==> src/hdl/qrs_div_cell.sv <==
// ----------------------------------------------------------------------------
// qrs_div_cell
// One quotient bit of two restoring divisions that share a divisor.
// ----------------------------------------------------------------------------
module qrs_div_cell #(
	parameter int NW  = 25,
	parameter int DVW = 17,
	parameter int SW  = 4
) (
	input  logic           clk,
	input  logic           arst_n,
	input  logic           en,
	input  logic           v_i,
	input  logic [SW-1:0]  side_i,
	input  logic [DVW-1:0] den_i,
	input  logic [NW-1:0]  num1_i,
	input  logic [NW-1:0]  num2_i,
	input  logic [DVW-1:0] rem1_i,
	input  logic [DVW-1:0] rem2_i,
	input  logic [NW-1:0]  quo1_i,
	input  logic [NW-1:0]  quo2_i,
	output logic           v_o,
	output logic [SW-1:0]  side_o,
	output logic [DVW-1:0] den_o,
	output logic [NW-1:0]  num1_o,
	output logic [NW-1:0]  num2_o,
	output logic [DVW-1:0] rem1_o,
	output logic [DVW-1:0] rem2_o,
	output logic [NW-1:0]  quo1_o,
	output logic [NW-1:0]  quo2_o
);

	logic           v_q;
	logic [SW-1:0]  side_q;
	logic [DVW-1:0] den_q;
	logic [NW-1:0]  num1_q;
	logic [NW-1:0]  num2_q;
	logic [DVW-1:0] rem1_q;
	logic [DVW-1:0] rem2_q;
	logic [NW-1:0]  quo1_q;
	logic [NW-1:0]  quo2_q;
	logic [DVW:0]   rn1;
	logic [DVW:0]   rn2;
	logic           t1;
	logic           t2;

	assign rn1 = {rem1_i, num1_i[NW-1]};
	assign rn2 = {rem2_i, num2_i[NW-1]};
	assign t1  = (rn1 >= {1'b0, den_i});
	assign t2  = (rn2 >= {1'b0, den_i});

	always_ff @(posedge clk or negedge arst_n) begin
		if (!arst_n) begin
			v_q <= 1'b0;
		end else if (en) begin
			v_q <= v_i;
		end
	end

	always_ff @(posedge clk) begin
		if (en) begin
			side_q <= side_i;
			den_q  <= den_i;
			num1_q <= num1_i << 1;
			num2_q <= num2_i << 1;
			rem1_q <= t1 ? DVW'(rn1 - {1'b0, den_i}) : DVW'(rn1);
			rem2_q <= t2 ? DVW'(rn2 - {1'b0, den_i}) : DVW'(rn2);
			quo1_q <= {quo1_i[NW-2:0], t1};
			quo2_q <= {quo2_i[NW-2:0], t2};
		end
	end

	assign v_o    = v_q;
	assign side_o = side_q;
	assign den_o  = den_q;
	assign num1_o = num1_q;
	assign num2_o = num2_q;
	assign rem1_o = rem1_q;
	assign rem2_o = rem2_q;
	assign quo1_o = quo1_q;
	assign quo2_o = quo2_q;

endmodule

==> config.mk <==
export PLATFORM = sky130hd
export DESIGN_NAME = qrs_div_cell
export DESIGN_NICKNAME = d
export VERILOG_FILES = /design/src/hdl/qrs_div_cell.sv
export SDC_FILE = /design/constraint.sdc
export NUM_CORES = 1
export LEC_CHECK = 0
export ABC_AREA = 1
export ABC_CLOCK_PERIOD_IN_PS = 1700
export BUFFER_PORTS_ARGS = -buffer_cell sky130_fd_sc_hd__buf_2
export CAP_MARGIN = 40
export CELL_PAD_IN_SITES_DETAIL_PLACEMENT = 0
export CELL_PAD_IN_SITES_GLOBAL_PLACEMENT = 1
export CORE_MARGIN = 2
export CORE_UTILIZATION = 35
export CTS_CLUSTER_DIAMETER = 150
export DETAILED_ROUTE_END_ITERATION = 8
export GPL_TIMING_DRIVEN = 1
export PLACE_DENSITY_LB_ADDON = 0.2
export SYNTH_ARGS = -nofsm -noshare
export SYNTH_HDL_FRONTEND = slang
export SYNTH_SLANG_ARGS = --single-unit
==> constraint.sdc <==
create_clock -name clk -period 1.7 [get_ports clk]
set_clock_uncertainty 0.2 [all_clocks]
set_input_delay 0.34 -clock clk [delete_from_list [all_inputs] [get_ports clk]]
set_output_delay 0.34 -clock clk [all_outputs]
set_load 0.02 [all_outputs]
Word-level counts from Yosys, hierarchy flattened
Cells that the tools add are included. W data, S select, Z words.

Add/subtract/negate cells: 2. Order comparisons: 2. Mux-type cells: 2.

Operators by type and width (count): $ge A18 B17 Y1 (2); $mux W17 (2); $sub A17 B17 Y17 (2).

Register bits after elaboration: 154. Input port bits: 159. Logic and storage cells: 15.

Longest topological paths before layout
Depth after elaboration: 2. Gate-level depth with buffers: 15. Mapped depth without buffers: 14.

Worst setup path after synthesis
No wires, ideal clock.

Path type: in2reg. From: input port num1_i[24]. To: register rem1_q[2], in the netlist rem1_o[2], data pin. Arrival: 1.772 ns. Required time: 1.248 ns. Path slack: -0.525 ns. Stages on the path: 15. Path buffers: 1. Cells stage by stage: inv_1 > ha_1 > inv_1 > fa_1 > nand2_1 > nand2_1 > nand3b_1 > nand2_2 > nand2_2 > nand2_2 > nand2_4 > nand2_4 > buf_8 > nand2_1 > nand2_1.

Cells in the longest elaborated chain, start to end: 2. Elaborated cells on any way between the ends: 3. Those cells by class: add/sub: 1; order compare: 1; mux: 1.

RTL lines: start, declared (line 16) `input logic [NW-1:0] num1_i,`; $ge A18 B17 Y1 (line 49) `assign t1 = (rn1 >= {1'b0, den_i});`; named net t1 (line 44) `logic t1;`; $mux W17 (line 66) `rem1_q <= t1 ? DVW'(rn1 - {1'b0, den_i}) : DVW'(rn1);`; end signal, assigned (line 66); end, declared (line 38) `logic [DVW-1:0] rem1_q;`.

The timed path passes the listed nets, and every way through them passes these cells. A chain may end at the register's enable or synchronous reset.

Worst setup path after layout
From: input port den_i[12]. To: register rem1_q[1], in the netlist rem1_o[1], data pin.

Cells in the longest elaborated chain, start to end: 2.

RTL lines: start, declared (line 15) `input logic [DVW-1:0] den_i,`; $ge A18 B17 Y1 (line 49); $mux W17 (line 66).

Every way passes these cells.

==> results.tsv <==
stage	metric	value	unit
run_status	status	finished with violations	
run_status	failing checks	setup timing	
logic_synthesis	post-synth cell types	32	
placed_design	DP Cell Count	1394	
placed_design	Routability Congestion	0.794	
global_routing	vias in the first global route	6806	
sta	final setup fails	36	
global_routing	Total GRT Usage	22.5	%
clock_network	CTS Root Buffer Type	clkbuf_16	
worst_setup_path	WP data required	1.68	ns
worst_setup_path	CP Launch Type	input port	
power	IR drop worst, VDD	644	uV
worst_setup_path	critical path type	input port to register	
final_layout	NumNets Final	1474	
sta	Slew Limit Fails	0	
worst_setup_path	reg-to-reg startpoint	v_o$_DFFE_PN0P_	
global_routing	first-pass GRT wire length	37300	um
placed_design	HPWL after DPL	18300	um
routing	DRC violation total after the first TritonRoute iteration	260	
final_layout	P&R area growth vs syn	75.4	%
global_routing	pin count of the biggest net entering global routing	46	
placed_design	Port Buffer Count	310	
global_routing	final global-route overflow total	0	
final_layout	share of layout cells above drive strength 1	47.7	%
routing	WL/cell	16.5	um
clock_network	clock buffer depth	2	
logic_synthesis	mux contribution to synthesized area	0.153	%
clock_network	CTS tree	done	
logic_synthesis	synth warn	0	
min_path	hold path cells	3	
min_path	worst hold start	rem2_i[7]	
floorplan	Initial Util	35.4	%
routing	ANT nets after route	0	
global_routing	initial antenna violation count	4	
clock_network	clock sinks	154	
clock_network	CTS Buf Count	17	
final_layout	Non-Filler Instances	1569	
worst_setup_path	reg-to-reg endpoint	v_o$_DFFE_PN0P_	
logic_synthesis	post-synthesis sequential area ratio	62.7	%
logic_synthesis	post-synth top area cell	edfxtp_1	
logic_synthesis	Mean Syn Cell Area	10.3	um^2
floorplan	Rows	53	
worst_setup_path	crit-path max FO	9	
logic_synthesis	largest family of logic cells by synthesized area	simple AND/OR/NAND/NOR gates	
clock_network	Clock transition at path regs	0.07	ns
floorplan	Die Ht	149	um
logic_synthesis	post-synthesis adder-cell area fraction	6.32	%
sta	Final Hold Vio Count	0	
final_layout	Fillers	1755	
sta	Max Fclk	535	MHz
power	P per Cell Area	909	mW/mm^2
placed_design	pre-CTS setup slack	-0.640	ns
worst_setup_path	element type at the critical path end	register	
logic_synthesis	Gate Count Post-Synth	714	
sta	final worst setup slack	-0.170	ns
min_path	Min-Delay Endpoint	rem2_o[8]$_DFFE_PP_	
power	Power, Total	11.7	mW
job	Max-Cap Viols	0	
routing	Via Count	6999	
routing	Routed WL	25900	um
routing	Vias/cell	4.46	
routing	router iterations before antenna repair	4	
logic_synthesis	Post-Synth XOR/XNOR Area	1.66	%
floorplan	core area	0.0208	mm^2
min_path	worst hold path class	input port to register	
routing	# DRC	0	
floorplan	die area	0.0222	mm^2
logic_synthesis	Compound-Gate Fraction of Synth Area	1.22	%
logic_synthesis	flop and latch count out of synthesis	154	
worst_setup_path	cells on worst reg2reg path	1	
logic_synthesis	simple-gate share of the synthesized area	21.0	%
logic_synthesis	Post-Syn Area	0.00737	mm^2
floorplan	IO Count	315	
clock_network	depth of the CTS H-tree	4	
sta	RSZ-0062 raised after global routing	true	
worst_setup_path	worst path arrival time	1.85	ns
floorplan	die width	149	um
logic_synthesis	top cell type's share of synthesized area	62.4	%
power	LEAKAGE	6.20	nW
sta	crit share post-route	110	%
clock_network	worst-skew pair later-pin latency	0.43	ns
logic_synthesis	most area-consuming cells after synthesis	edfxtp_1 62%, nand2_1 13%, ha_1 5.8%, inv_1 5.8%, nand3_1 3.1%	
sta	minimum clock period	1.87	ns
worst_setup_path	register-to-register setup slack	0.75	ns
worst max-delay path by stage:
stage,from,slack (ns),to
detailed placement,den_i[0],-0.64,rem1_o[13]$_DFFE_PP_
finish,den_i[12],-0.17,rem1_o[1]$_DFFE_PP_
floorplan,num1_i[24],-0.42,rem1_o[2]$_DFFE_PP_
global route,den_i[7],-0.25,rem1_o[1]$_DFFE_PP_
CTS,den_i[1],-0.13,rem2_o[8]$_DFFE_PP_
global placement,den_i[7],-0.66,rem2_o[11]$_DFFE_PP_
layout make-up:
type | count | area (um^2) | area share (%)
repair buffers | 551 | 3870 | 30.0
clock inverters | 14 | 179 | 1.38
diodes | 2 | 5.00 | 0.0387
flip-flops and latches | 154 | 4620 | 35.7
multi-input cells | 440 | 3020 | 23.3
inverters | 115 | 458 | 3.54
clock buffers | 18 | 429 | 3.32
well taps | 275 | 344 | 2.66
layer usage:
layer / track usage, % / share of wire (%)
met5: 0 / 0.10
met4: 5.38 / 1.5
met3: 5.02 / 6.0
met2: 41.8 / 52
met1: 26.4 / 40
registers in the layout, summed over array words and instances (netlist names):
signal  flops
rem2_o     17
den_o      17
quo1_o     25
side_o      4
v_o         1
rem1_o     17
num1_o     24
quo2_o     25
num2_o     24
cell families (layout without fill, tap and decap cells):
group | Yosys count | in the layout
other cells | 1 | 4
fa+ha+maj | 36 | 36
compound gates | 18 | 18
mux | 1 | 1
buf+inv | 123 | 698
flops | 154 | 154
xor+xnor | 14 | 14
simple gates | 367 | 369
Yosys cell counts:
| cell | n |
|---|---|
| nand4_1 | 3 |
| inv_1 | 113 |
| nor4_4 | 1 |
| xor2_1 | 13 |
| buf_8 | 1 |
| nor2_4 | 1 |
| or2_2 | 1 |
| buf_4 | 4 |
| mux2_2 | 1 |
| nand2_1 | 264 |
| ha_1 | 34 |
| nand3_2 | 1 |
| a21oi_1 | 17 |
| fa_1 | 2 |
| nand3_1 | 45 |
| inv_2 | 2 |
| and2_1 | 2 |
| nand2_2 | 6 |
| buf_6 | 2 |
| nor2_1 | 26 |
| nand3b_1 | 7 |
| o21ai_0 | 1 |
| conb_1 | 1 |
| nor3_1 | 5 |
| nand2_4 | 2 |
| or2_1 | 1 |
| xnor2_1 | 1 |
| and3_1 | 1 |
| buf_2 | 1 |
| edfxtp_1 | 153 |
| nor2_2 | 1 |
| dfrtp_1 | 1 |
where the power goes:
part | switching, mW | total [mW] | internal (mW)
Combinational | 1.72 | 3.07 | 1.35
Sequential | 0.0915 | 4.69 | 4.60
Clock | 1.75 | 3.98 | 2.23
worst max-delay path: stages:
cell and delay (ns):
buf_2 0.11, inv_2 0.13, ha_4 0.23, nand2_2 0.12
inv_1 0.05, nand2_1 0.06, nand2_1 0.06, and3_1 0.19
nor2_4 0.18, buf_12 0.14, nand2_8 0.08, nand2_1 0.09
nand2_1 0.06
metrics by stage:
step | utilization (%) | hold WS, ns | TNS (ns) | instance area (um^2)
floorplan | - | -0.156 | -12.24 | 7460
global placement | 48.5 | -0.0847 | -21.69 | 10100
detailed placement | 48.5 | -0.0832 | -21.70 | 10100
CTS | 59.1 | -0.00162 | -2.83 | 12300
global route | 62.0 | 0.0300 | -6.85 | 12900
finish | 62.1 | 0.0363 | -4.41 | 12900
placed cells by master (no fill, tap or decap), types with 15 or more instances in the layout:
cell / synthesis / final
buf_2: 1 / 305
nand2_1: 264 / 219
edfxtp_1: 153 / 153
dlygate4sd3_1: 0 / 120
buf_4: 4 / 104
inv_1: 113 / 91
nand2_2: 6 / 37
ha_4: 0 / 29
nand3_1: 45 / 26
inv_2: 2 / 20
nand3_2: 1 / 19
clkbuf_16: 0 / 19
nand2_4: 2 / 16
nor2_1: 26 / 15
timing repair:
item / in CTS / in global routing
hold buffers: 120 / 0
cloned: 2 / 4
endpoints found under the hold margin: 121 / 0
pin swaps: 8 / 23
endpoints found under the setup margin: 35 / 36
resized for setup: 73 / 97
buffers inserted: 6 / 9
Note: power is estimated with default switching activity, not from simulation.
