## config.mk

```make
export PLATFORM = sky130hd
export DESIGN_NAME = qrs_sqrt_cell
export DESIGN_NICKNAME = d
export VERILOG_FILES = /design/src/hdl/qrs_sqrt_cell.sv
export SDC_FILE = /design/constraint.sdc
export NUM_CORES = 1
export LEC_CHECK = 0
export BUFFER_PORTS_ARGS = -buffer_cell sky130_fd_sc_hd__buf_2
export CORE_MARGIN = 2
export CORE_UTILIZATION = 53
export CTS_BUF_LIST = sky130_fd_sc_hd__clkbuf_2
export CTS_CLUSTER_SIZE = 16
export DETAILED_ROUTE_END_ITERATION = 8
export PLACE_DENSITY = 0.88
export SKIP_LAST_GASP = 1
export SYNTH_ARGS = -nofsm -noshare
export SYNTH_HDL_FRONTEND = slang
export SYNTH_SLANG_ARGS = --single-unit
```

## constraint.sdc

```tcl
create_clock -name clk -period 2 [get_ports clk]
set_input_delay 0 -clock clk [delete_from_list [all_inputs] [get_ports clk]]
set_output_delay 0 -clock clk [all_outputs]
set_load 0.02 [all_outputs]
```

## src/hdl/qrs_sqrt_cell.sv

```systemverilog
// ----------------------------------------------------------------------------
// qrs_sqrt_cell
// One digit of the restoring square root; passes its partial state onward.
// ----------------------------------------------------------------------------
module qrs_sqrt_cell #(
	parameter int RADW = 50,
	parameter int SQN  = 25,
	parameter int REMW = 27,
	parameter int SW   = 8
) (
	input  logic            clk,
	input  logic            arst_n,
	input  logic            en,
	input  logic            v_i,
	input  logic [SW-1:0]   side_i,
	input  logic [RADW-1:0] rad_i,
	input  logic [REMW-1:0] rem_i,
	input  logic [SQN-1:0]  root_i,
	output logic            v_o,
	output logic [SW-1:0]   side_o,
	output logic [RADW-1:0] rad_o,
	output logic [REMW-1:0] rem_o,
	output logic [SQN-1:0]  root_o
);

	logic            v_q;
	logic [SW-1:0]   side_q;
	logic [RADW-1:0] rad_q;
	logic [REMW-1:0] rem_q;
	logic [SQN-1:0]  root_q;
	logic [REMW+1:0] rem_n;
	logic [REMW+1:0] trial;
	logic            take;

	assign rem_n = {rem_i, rad_i[RADW-1 -: 2]};
	assign trial = (REMW+2)'({root_i, 2'b01});
	assign take  = (rem_n >= trial);

	always_ff @(posedge clk or negedge arst_n) begin
		if (!arst_n) begin
			v_q <= 1'b0;
		end else if (en) begin
			v_q <= v_i;
		end
	end

	always_ff @(posedge clk) begin
		if (en) begin
			side_q <= side_i;
			rad_q  <= rad_i << 2;
			rem_q  <= take ? REMW'(rem_n - trial) : REMW'(rem_n);
			root_q <= {root_i[SQN-2:0], take};
		end
	end

	assign v_o    = v_q;
	assign side_o = side_q;
	assign rad_o  = rad_q;
	assign rem_o  = rem_q;
	assign root_o = root_q;

endmodule

```

=== Word level (Yosys, flattened, before mapping) ===
Index checks and enable logic that the tools add are counted.

* Flip-flop bits (word level): 109
* Input port bits: 114
* Logic and storage cells: 8

* $add $sub $neg: 1
* Mux-type cells: 1
* Magnitude comparators: 1

{| class="wikitable"
|+ Operators by type and width
! kind !! count
|-
| $ge 29x27->1 || 1
|-
| $mux 27 || 1
|-
| $sub 27x27->27 || 1
|}

=== Logic depth before layout (Yosys ltp) ===
Gate-level depths: netlist (run 1).

* Word-level depth: 2
* Gate-level depth with buffers: 13
* Gate-level depth less buffers: 10

=== Least setup slack after synthesis (run 1) ===
No wires, ideal clock.

* Path type: input port to flip-flop
* Start: in root_i[14]
* End: reg rem_q[10] (netlist: rem_o[10]), data pin
* Setup time: 0.260 ns
* Buffers on the path: 2
* Slack: -0.676 ns
* Arrival time: 2.416 ns
* Cell stages on the path: 12
* Data required time: 1.740 ns
* Cell sequence: inv_1 -> ha_1 -> and3_4 -> and2_4 -> a221oi_2 -> o31ai_2 -> a41oi_2 -> o31ai_1 -> a2111o_1 -> buf_6 -> buf_12 -> mux2_4

* Cells in the longest elaborated chain, start to end: 2

{| class="wikitable"
|+ Ends and longest elaborated chain
! what !! RTL line !! RTL
|-
| from (decl) || 18 || <nowiki>input logic [SQN-1:0] root_i,</nowiki>
|-
| $ge 29x27->1 || 37 || <nowiki>assign take = (rem_n >= trial);</nowiki>
|-
| $mux 27 || 51 || <nowiki>rem_q <= take ? REMW'(rem_n - trial) : REMW'(rem_n);</nowiki>
|-
| to (signal assigned) || 51 ||
|-
| to (decl) || 29 || <nowiki>logic [REMW-1:0] rem_q;</nowiki>
|}

No other way between the ends.
A chain may end at the register's enable or synchronous reset.

=== Final worst setup path (run 1) ===
* Start: in rem_i[12]
* End: reg rem_q[18] (netlist: rem_o[18]), data pin

* Cells in the longest elaborated chain, start to end: 2
* Elaborated cells on any way between the ends: 3

{| class="wikitable"
|+ Ends and longest elaborated chain
! what !! RTL line !! RTL
|-
| from (decl) || 17 || <nowiki>input logic [REMW-1:0] rem_i,</nowiki>
|-
| $sub 27x27->27 / $ge 29x27->1 (equally long branches) || 51, 37 ||
|-
| $mux 27 (*) || 51 ||
|}

Every way passes the cells marked *; elsewhere a longest branch is shown, timed or not.

==> results, run 1 <==
- The flow ran to the end, but the final reports show violations.
- The checks that failed: negative setup slack.
- Counting distinct cell types in the post-synthesis netlist gives 54.
- STA puts the critical path data arrival time at 2.48 ns.
- The delay of the slowest cell on the worst path is around 0.5 ns.
- The initialized floorplan defines 36 standard-cell rows.
- During I/O placement, the number of pins put on the boundary was 225.
- The die covers 10700 um^2.
- The clock root buffer is sky130_fd_sc_hd__clkbuf_2.
- The time the final worst path needs with I/O delays and setup is 2.06 ns.
- In the routed layout, each cell is associated on average with a via count of 5.55.
- The signal on the critical path passes through buf_2 > ha_4 > and3_4 > and2_4 > a221oi_2 > o31ai_2 > a41oi_2 > o31ai_1 > a2111o_1 > clkbuf_16 > mux2_4.
- The final sum of negative setup slack is -0.543 ns.
- The final critical-path setup slack is -0.0597 ns.
- The fraction of final layout cells sized beyond drive strength 1 is 0.498.
- Of the available clock period, the critical path in the final layout requires 1.03.
- Setup repair after global routing could not meet its margin everywhere.
- The number of global-route vias before repair is 5404.
- The residual DRC count is 0.
- The total grt overflow is 0.
- The area of the core region is 9680 um^2.
- The clock tree from TritonCTS is built.
- The path class of the tightest hold or removal check is primary input to flop.
- VDD sags by at most 0.461 mV.
- Timing would allow up to around 500 MHz.
- The growth of design area from synthesis to finish is 67.4%.
- Yosys printed 0 warnings.
- For this block, the initial DRC count from the detailed router was between 400 and 500.
- The top fanout value on the critical path is 12.
- The final cell utilization of the core is 0.909.
- The number of port buffers is roughly 220.
- The post-detailed-placement half-perimeter wirelength is 10.8 mm.
- The share of synthesized area occupied by flip-flops and latches is 0.622.
- In this run the horizontal extent of the chip is 104 um.
- The synthesized area per cell is 14.1 um^2.
- Measured along the y axis, the die boundary spans 104 um.
- The number of register bits inferred by synthesis is 109.
- The final number of hold-violating endpoints was 0.
- The logic depth of the worst setup path including buffers is 11.
- OpenSTA, run right after detailed placement, puts the worst setup slack at -0.686 ns.
- Synthesis produced ~370 cells.
- Clock latency on the worst-skew pair, taken at its later pin, is roughly 0.6 ns.
- The global-route wire length before repair is ~30 mm.
- Before antenna repair, the detailed router went through 5 iterations.
- Hold is met by ~0.050 ns.
- The slowest cell on the critical path is sky130_fd_sc_hd__a2111o_1.
- Counting flops with a built-in enable in the synthesized netlist gives 108.
- The net count of the finished layout is 945.
- For the worst setup path, the data required time is 2.42 ns.
- The global router's overall resource usage is 0.356.
- For this run, asynchronously set or reset flops after synthesis account for 0.00917.
- The critical path class is primary input to flop.
- Entering global routing, the biggest net connects 47 pins.
- The total leakage power is between 0.004 and 0.005 uW.
- The post-route antenna net violation count is 0.
- The total via count after detailed routing is 5237.
- The number of buffer and inverter instances along the worst setup path is 2.
- STA classifies the critical path startpoint as a primary input.
- The completed layout was analyzed and its total power is 6040 uW.
- After detailed routing, the average wire length per cell comes to 22.2 um.
- The post-route clock skew is 0 ns.
- The cell type group with the largest total delay on the critical path is compound AO/OA/AOI/OAI gates.
- Routability-driven placement finished with a final weighted congestion of 0.853.
- In this run, CTS created clock tree buffers numbering 9.
- The initial antenna violation count is 2.
- Power spread over the standard cell area amounts to 686 nW/um^2.
- The final setup violation count is 20.
- The initial utilization of the core area, before any placement, comes to 0.543.
- The final max-slew violation count is 0.
- Across the run, the number of max-cap violations was 0.
- CTS saw between 100 and 150 sinks.
- Clock-pin slew was measured on the worst setup and hold paths at 0.31 ns.
- The final wirelength is around 21 mm.
- In this run the number of H-tree levels came out at 3.
- The number of cells on the worst reg-to-reg path is 2.
- The synthesized area is 5260 um^2.
- The prevailing post-synth register cell is sky130_fd_sc_hd__edfxtp_1.
- The clock passes through at most 2 buffers.
- The worst setup path is captured at a flop.
- The worst hold path passes through 4 cells.
==> final cells by class <==
| type | count | area, um^2 |
|---|---|---|
| multi-input cells | 212 | 2000 |
| fillers | 379 | 881 |
| flip-flops and latches | 109 | 3270 |
| diodes | 2 | 5.00 |
| clock inverters | 6 | 71.3 |
| clock buffers | 9 | 45.0 |
| well taps | 133 | 166 |
| inverters | 40 | 165 |
| repair buffers | 432 | 3090 |
==> repair_timing <==
item | CTS | global route
hold endpoints to repair | 131 | 0
gates cloned | 0 | 2
pin swaps | 0 | 1
resized for setup | 1 | 31
hold buffers | 116 | 0
buffers inserted | 0 | 4
endpoints found under the setup margin | 2 | 24
==> cells in the final DEF (no fill, tap or decap), types with 8 or more instances in the layout <==
cell type,synthesis,routed
sky130_fd_sc_hd__xnor2_1,17,17
sky130_fd_sc_hd__inv_1,40,31
sky130_fd_sc_hd__buf_4,2,90
sky130_fd_sc_hd__mux2_4,15,17
sky130_fd_sc_hd__dlygate4sd3_1,0,116
sky130_fd_sc_hd__a21oi_1,24,21
sky130_fd_sc_hd__xor2_1,8,8
sky130_fd_sc_hd__ha_4,0,14
sky130_fd_sc_hd__nor2_1,13,12
sky130_fd_sc_hd__nand2_1,12,11
sky130_fd_sc_hd__clkbuf_2,0,9
sky130_fd_sc_hd__edfxtp_1,108,108
sky130_fd_sc_hd__ha_1,27,13
sky130_fd_sc_hd__nand4_1,9,9
sky130_fd_sc_hd__buf_2,2,217
==> cell families (layout without fill, tap and decap cells) <==
| kind of cell | after synthesis | after routing | share of synthesized area |
|---|---|---|---|
| compound gates | 77 | 77 | 0.102 |
| xor+xnor | 25 | 25 | 0.0416 |
| fa+ha+maj | 27 | 27 | 0.0643 |
| buf+inv | 53 | 487 | 0.0488 |
| flops | 109 | 109 | 0.622 |
| mux | 27 | 27 | 0.0678 |
| other cells | 1 | 4 | 0.000713 |
| simple gates | 54 | 54 | 0.0535 |
==> final timing paths <==
path | from | end | slack, ns
max | rem_i[12] | rem_o[18] | -0.06
min | rem_i[4] | rem_o[6] | 0.05
max reg2reg | v_o | v_o | 0.59
min reg2reg | v_o | v_o | 1.21
max in group asynchronous | arst_n | v_o | 1.69
min in group asynchronous | arst_n | v_o | 0.21
==> routing by layer <==
| layer | GRT usage | vias up | share of wire |
|---|---|---|---|
| met1 | 0.369 | 2508 | 0.33 |
| met4 | 0.199 | 0 | 0.063 |
| met5 | 0 | - | 0 |
| li1 | - | 2247 | - |
| met3 | 0.0636 | 105 | 0.074 |
| met2 | 0.673 | 377 | 0.53 |
==> per-stage QoR <==
stage               std cells  instance area [um^2]
global placement          804                  7290
CTS                       935                  8570
finish                    943                  8800
global route              943                  8800
detailed placement        804                  7290
floorplan                 374                  5440
==> cell usage after synthesis, types with 4 or more instances <==
cell type	instances	share of area
sky130_fd_sc_hd__nor2_1	13	0.0093
sky130_fd_sc_hd__a21o_1	7	0.010
sky130_fd_sc_hd__clkbuf_1	5	0.0036
sky130_fd_sc_hd__o21bai_1	5	0.0071
sky130_fd_sc_hd__nand2_1	12	0.0086
sky130_fd_sc_hd__edfxtp_1	108	0.62
sky130_fd_sc_hd__o21ai_1	4	0.0038
sky130_fd_sc_hd__xor2_1	8	0.013
sky130_fd_sc_hd__mux2_4	15	0.043
sky130_fd_sc_hd__ha_1	27	0.064
sky130_fd_sc_hd__mux2_2	9	0.019
sky130_fd_sc_hd__inv_1	40	0.029
sky130_fd_sc_hd__nand2b_1	4	0.0048
sky130_fd_sc_hd__a21oi_1	24	0.023
sky130_fd_sc_hd__nand4_1	9	0.011
sky130_fd_sc_hd__o21ai_0	6	0.0057
sky130_fd_sc_hd__xnor2_1	17	0.028
==> state kept, by name, indices dropped and copies added, names as in the netlist <==
name    count
side_o      8
rem_o      27
rad_o      48
v_o         1
root_o     25
==> report_power, final <==
part	switching (uW)	total (uW)	internal [uW]
combinational	1070	2050	980
sequential	87.1	2880	2790
clock	820	1120	297
==> worst reg2reg max path: cells and delay by family, from the launching register on <==
kind / cells / cell delay [ns]
buf+inv: 1 / 0.59
flops: 1 / 0.48
mux: 1 / 0.28
(Power assumes the default switching activity.)
==> inputs of run 2 (changes only) <==
Settings changed: GPL_TIMING_DRIVEN from default to 0, PLACE_DENSITY 0.88 to 0.85.
Clock period 2 ns to 2.4 ns, I/O delays scaled along.
==> results, run 2 (same netlist as run 1, synthesis figures left out) <==
- The slowest cell on the critical path is sky130_fd_sc_hd__dlygate4sd3_1.
- The analysis attributes to net switching a power of between 1000 and 1500 uW.
- The final layout contains about 860 nets.
- The routed length per placed instance is 18.5 um.
- The top cell types in the final layout, fill and taps aside, are sky130_fd_sc_hd__buf_2, sky130_fd_sc_hd__dlygate4sd3_1, sky130_fd_sc_hd__edfxtp_1, sky130_fd_sc_hd__inv_1, sky130_fd_sc_hd__a21oi_1.
- Port buffering added 222 buffers.
- The final cell utilization of the core is 0.832.
- The final wirelength is 15.9 mm.
- The library cell used most frequently in the layout, excluding fill and tap cells, is sky130_fd_sc_hd__buf_2.
- The clock root buffer is sky130_fd_sc_hd__clkbuf_2.
- The total area inside the core boundary comes to 9680 um^2.
- The top fanout value on the critical path is 10.
- At the later pin of the worst-skew pair, clock insertion delay measures 0.60 ns.
- The final setup violation count is 0.
- At the pin with the least slew margin, the transition time is 0.716 ns.
- In this run the count of I/O pins placed on the die edge is 225.
- The post-route antenna net violation count is 0.
- The row count is 36.
- The met3 track demand over resource in global routing is 0.0604.
- The floorplan step set the die width to 104 um.
- VDD sags by at most 0.314 mV.
- Counting the fill cells in the layout gives 534.
- The global-route wire length before repair is ~25 mm.
- The final number of hold-violating endpoints is 1.
- The initial antenna violation count is 0.
- The fraction of final layout cells sized beyond drive strength 1 is 0.416.
- The tightest min-delay check is of the primary input to flop type.
- The clock passes through at most 2 buffers.
- The final critical-path setup slack is about 0.000044 ns.
- The count of clock tree sinks is 109.
- The clock tree from TritonCTS is built.
- The most used routing layer is met2.
- The global placement routability congestion is just over 0.8.
- For this block, the initial DRC count from the detailed router was 308.
- The internal cell power is 3330 uW.
- The checks that failed: negative hold slack.
- The number of placed cells counting well taps is 730.
- In the global route stage, met1 resource usage came out at 0.338.
- For this run, global-route usage on met2 was measured as 0.553.
- The post-route worst hold slack is -0.00186 ns.
- The cell repeated most along the worst path is sky130_fd_sc_hd__inv_1.
- The kind of cell with the highest combined delay along the critical path is buffers and inverters.
- The power density of the placed cells is 594 nW/um^2.
- The total grt overflow is 0.
- Summed over all cells, the static leakage comes to around 0.0036 uW.
- The sequential cell fraction of total power is 0.499.
- The number of antenna diodes in the final layout is 0.
- The signal on the critical path passes through dlygate4sd3_1 > buf_2 > inv_1 > ha_4 > a21oi_2 > inv_1 > a221oi_4 > o31ai_4 > a2111o_1 > buf_6 > buf_12 > mux2_4.
- Clock-pin slew was measured on the worst setup and hold paths at between 0.2 and 0.3 ns.
- The data arrival time of the worst path is ~2.8 ns.
- The effective utilization at floorplan is 0.543.
- The die covers 10700 um^2.
- The share of total power dissipated in the clock network is 0.205.
- Based on the critical path, the design can be clocked at up to 417 MHz.
- For this run, the total global-route usage over all layers was measured as 0.296.
- The multi-input logic area is ~1900 um^2.
- Measured along the y axis, the die boundary spans 104 um.
- Once detailed placement completed, the half-perimeter wirelength came to around 9.7 mm.
- The via-per-instance ratio is just over 5.
- CTS built an H-tree with a depth of 3.
- Clock tree synthesis inserted a total of 9 buffers.
- The pin count of the biggest net entering global routing is 59.
- The time the final worst path needs with I/O delays and setup is 2.40 ns.
- The largest single stage delay on the critical path is 0.55 ns.
- The area growth from synthesis to layout is 53.2%.
- STA classifies the critical path endpoint as a flop.
- The pre-antenna-repair detailed-routing pass consisted of 4 iterations.
- The worst setup path is of the primary input to flop kind.
- The area taken by flip-flops and latches is roughly 3300 um^2.
- The share of total power dissipated in combinational logic is 0.296.
- The number of global-route vias before repair is 4715.
- The worst setup path is launched from a primary input.
- The number of buffer and inverter instances along the worst setup path is 6.
- The overall power after layout is 4780 uW.
- The final max-slew violation count is 0.
- The net switching share of the total power is 0.304.
- The total via count after detailed routing is 4457.
- The post-route clock period utilization is 1.00.
- The clock arrives with 0 ns of skew.
- The finished layout holds 861 standard cells, fillers aside.
- Across the run, the number of max-cap violations was 0.
- In this run the tightest slew margin relative to its limit is 0.523.
- The flow ran to the end, but the final reports show violations.
- Timing analysis after detailed placement gives a worst setup slack of -0.691 ns.
- STA puts the critical path data required time at 2.77 ns.
- The register with the most flip-flops in the layout has 48 of them.
- The residual DRC count is 0.
==> run 2: changes by cell type in the layout (fill, tap and decap cells not counted), sizes merged <==
| cell | change |
|---|---|
| diode | -2 |
| dlygate4sd3 | -2 |
| buf | -82 |
| clkinv | -1 |
| inv | -1 |
| bufinv | +1 |
| clkbuf | +5 |
==> run 2: final timing paths <==
| kind | endpoint | slack, ns | cells after the start | from |
|---|---|---|---|---|
| min reg2reg | v_o | 0.62 | 1 | v_o |
| max reg2reg | v_o | 1.59 | 1 | v_o |
| min | rem_o[15] | -0.002 | 4 | rem_i[13] |
| min in group asynchronous | v_o | 0.22 | 3 | arst_n |
| max | rem_o[21] | 0.00004 | 12 | root_i[22] |
| max in group asynchronous | v_o | 2.06 | 3 | arst_n |
==> run 2: area by class of cell <==
cell class | instances | share of cell area
repair buffers | 338 | 0.284
clock inverters | 5 | 0.0106
flip-flops and latches | 109 | 0.406
well taps | 133 | 0.0207
plain buffers | 13 | 0.0143
inverters | 40 | 0.0205
clock buffers | 11 | 0.00684
multi-input cells | 212 | 0.237
==> run 2: timing repair <==
action / in CTS / in global routing
setup buffers: 0 / 1
hold buffers: 113 / 1
endpoints found under the setup margin: 15 / 16
pin swaps: 0 / 4
hold endpoints to repair: 160 / 1
resized for setup: 1 / 8
==> run 2: worst min-delay path, stage by stage <==
cell and delay [ns]:
sky130_fd_sc_hd__buf_2 0.10, sky130_fd_sc_hd__ha_4 0.16, sky130_fd_sc_hd__xnor2_1 0.13, sky130_fd_sc_hd__mux2_4 0.14
==> run 2: power by group through the flow <==
stage / Clock (uW) / Combinational, uW / Sequential (uW)
detailed placement: 0 / 1210 / 2410
CTS: 981 / 1360 / 2370
finish: 980 / 1420 / 2380
global route: 1050 / 1510 / 2400
floorplan: 0 / 527 / 2670
global placement: 0 / 1180 / 2410
==> run 2: routing by layer <==
layer / wire, um / up-vias
li1: - / 2083
met4: 340 / 0
met5: 0 / -
met2: 8500 / 203
met3: 968 / 30
met1: 6080 / 2141
==> run 2: per-stage QoR <==
stage	hold slack (ns)	TNS (ns)	instance area, um^2
finish	-0.00186	0	8050
global route	0.0295	-0.161	8050
CTS	0.00162	0	7970
detailed placement	-0.224	-16.73	6700
global placement	-0.225	-15.67	6670
floorplan	-0.296	-0.771	5390
==> inputs of run 3 (changes only) <==
Settings changed: CORE_UTILIZATION 53 to 50, PLACE_DENSITY 0.85 to 0.8.
Clock period 2.4 ns to 2.3 ns, I/O delays scaled along.
==> results, run 3 (same netlist as run 1, synthesis figures left out) <==
- The top fanout value on the critical path is 3.
- The die is 107 um wide.
- The path type of the worst min-delay path is primary input to flop.
- In this run the register-to-register setup slack is 1.51 ns.
- The height of the die is between 100 and 150 um.
- The number of standard cells in the layout, taps in and fillers out is 867.
- The startpoint of the worst hold path is rem_i[13].
- The hold path depth is 2.
- The clock drives around 110 sinks.
- The H-tree depth reported by CTS is 3.
- The post-route clock skew is 0 ns.
- The total clock buffers created by CTS is 9.
- The pre-antenna-repair detailed-routing pass consisted of 4 iterations.
- The first global-routing pass estimated 22.8 mm of wire.
- The launch instance of the worst register-to-register path is v_o.
- The total leakage power is 0.00358 uW.
- For this run, the total global-route usage over all layers was measured as 0.264.
- The most frequent standard cell in the layout excluding fill and tap cells is sky130_fd_sc_hd__buf_2.
- Power comes to 4890 uW.
- The reg-to-reg endpoint is v_o.
- The post-detailed-placement half-perimeter wirelength is 9.69 mm.
- The clock root buffer is sky130_fd_sc_hd__clkbuf_2.
- The worst-case IR drop observed on VDD is 0.375 mV.
- The number of global-route vias before repair was around 4500.
- The final max-slew violation count is 0.
- The flow ran to the end, but the final reports show violations.
- Fill cells in the final layout number 646.
- STA puts the critical path data required time at roughly 2.7 ns.
- The max capacitance violation total is 0.
- The final sum of negative setup slack is 0 ns.
- The total die area is between 10000 and 15000 um^2.
- The initial utilization of the core area, before any placement, comes to 0.512.
- Of the cells placed in the final design, the portion with a size suffix greater than 1 is 0.420.
- The pin count of the biggest net entering global routing is 61.
- In this run the tool buffered the top-level ports with approximately 220 buffer cells.
- For this block, the via count after detailed routing is 4437.
- The repair_antennas step left the layout with diodes totalling 0.
- The critical path in this run is classified as primary input to flop.
- The library cells used most frequently in the layout, excluding fill and tap cells, are sky130_fd_sc_hd__buf_2, sky130_fd_sc_hd__dlygate4sd3_1, sky130_fd_sc_hd__edfxtp_1, sky130_fd_sc_hd__inv_1, sky130_fd_sc_hd__a21oi_1.
- The checks that failed: negative hold slack.
- The CTS clock-pin slew for the worst setup and hold paths is about 0.3 ns.
- In this run, the number of DRC markers left after iteration 0 of detailed routing was 270.
- The residual DRC count is 0.
- STA puts the critical path data arrival time at ~2.7 ns.
- The final setup violation count is 0.
- The time the final worst path needs with I/O delays and setup is roughly 2.3 ns.
- The clock tree from TritonCTS is built.
- Using the TritonRoute via totals, the vias-per-cell ratio works out to slightly above 5.
- The routed length per placed instance is 17.6 um.
- The endpoint kind of the worst setup timing path is a flop.
- The final wirelength is 15.3 mm.
- Power spread over the standard cell area amounts to between 600 and 700 nW/um^2.
- The post-route worst hold slack is -0.250 ns.
- The final number of hold-violating endpoints is 1.
- Including well taps, the total number of placed cells is approximately 730.
- The global placement routability congestion is 0.841.
- The tightest slew margin relative to the limit is 0.550.
- At the pin with the least slew margin, the transition time is 0.674 ns.
- The growth of design area from synthesis to finish is 53.6%.
- Clock latency on the worst-skew pair, taken at its later pin, is just under 0.6 ns.
- Counting cells, the worst reg-to-reg path comes to 1.
- The total grt overflow is 0.
- The row count is 37.
- For this run, the top clock speed supported by timing is 440 MHz.
- The initial antenna violation count is 0.
- The register with the most flip-flops in the layout has 48 of them.
- The net count of the finished layout is 867.
- The worst hold path terminates at rem_o[15].
- The post-route antenna net violation count is 0.
- Dividing the final minimum period by the clock period gives 0.988.
- The clock tree buffer depth is 2.
- The area of the core region is ~10000 um^2.
- STA classifies the critical path startpoint as a primary input.
- The number of top-level pins is 225.
[run 3: area by class of cell]
| class | count | area, um^2 | share of cell area |
|---|---|---|---|
| inverter | 40 | 165 | 0.0204 |
| tap | 136 | 170 | 0.0211 |
| clock inverter | 6 | 71.3 | 0.00883 |
| buffer | 13 | 124 | 0.0153 |
| sequential | 109 | 3270 | 0.405 |
| clock buffer | 10 | 50.0 | 0.00620 |
| timing repair buffer | 341 | 2310 | 0.287 |
| multi-input combinational | 212 | 1910 | 0.237 |
[run 3: timing repair]
item / CTS / global route
hold endpoints to repair: 158 / 3
endpoints found under the setup margin: 0 / 16
buffers inserted: 0 / 4
resized for setup: 0 / 6
hold buffers: 111 / 3
[run 3: how the worst max path moves through the flow]
stage                     cells past startpoint   endpoint  slack (ns)       start
after floorplan                              12  rem_o[10]       -0.15  root_i[12]
after global placement                       13  rem_o[14]       -0.55   root_i[0]
after detailed placement                     13  rem_o[11]       -0.58  root_i[12]
after CTS                                    12  rem_o[26]        0.06   rad_i[49]
after global routing                         12  rem_o[26]       -0.02   rad_i[48]
final                                        12  rem_o[26]        0.03   rad_i[48]
[run 3: critical path: stages]
cell	delay, ns
sky130_fd_sc_hd__buf_2	0.11
sky130_fd_sc_hd__dlygate4sd3_1	0.55
sky130_fd_sc_hd__inv_1	0.06
sky130_fd_sc_hd__ha_1	0.22
sky130_fd_sc_hd__nor2b_1	0.17
sky130_fd_sc_hd__o2111ai_1	0.17
sky130_fd_sc_hd__a31o_2	0.30
sky130_fd_sc_hd__a21oi_1	0.24
sky130_fd_sc_hd__o31ai_2	0.13
sky130_fd_sc_hd__o2bb2ai_1	0.16
sky130_fd_sc_hd__a211o_1	0.29
sky130_fd_sc_hd__mux2_2	0.27
[run 3: stage by stage]
stage	area [um^2]	utilization	worst slack, ns
6_report	8080	0.786	0.0282
5_1_grt	8080	0.786	-0.0166
4_1_cts	7980	0.777	0.0643
3_5_place_dp	6750	0.657	-0.583
3_3_place_gp	6720	0.654	-0.548
2_1_floorplan	5440	-	-0.153
[run 3: power by group]
| part | switching [uW] | total (uW) | internal [uW] |
|---|---|---|---|
| Sequential | 52.9 | 2470 | 2420 |
| Combinational | 792 | 1480 | 691 |
| Clock | 661 | 928 | 268 |
[run 3: metal layers]
layer | global-route usage | part of all wire | wire (um) | vias up
li1 | - | - | - | 2089
met1 | 0.289 | 0.37 | 5690 | 2119
met2 | 0.499 | 0.53 | 8110 | 192
met3 | 0.0582 | 0.071 | 1090 | 37
met4 | 0.0946 | 0.027 | 410 | 0
met5 | 0 | 0 | 0 | -
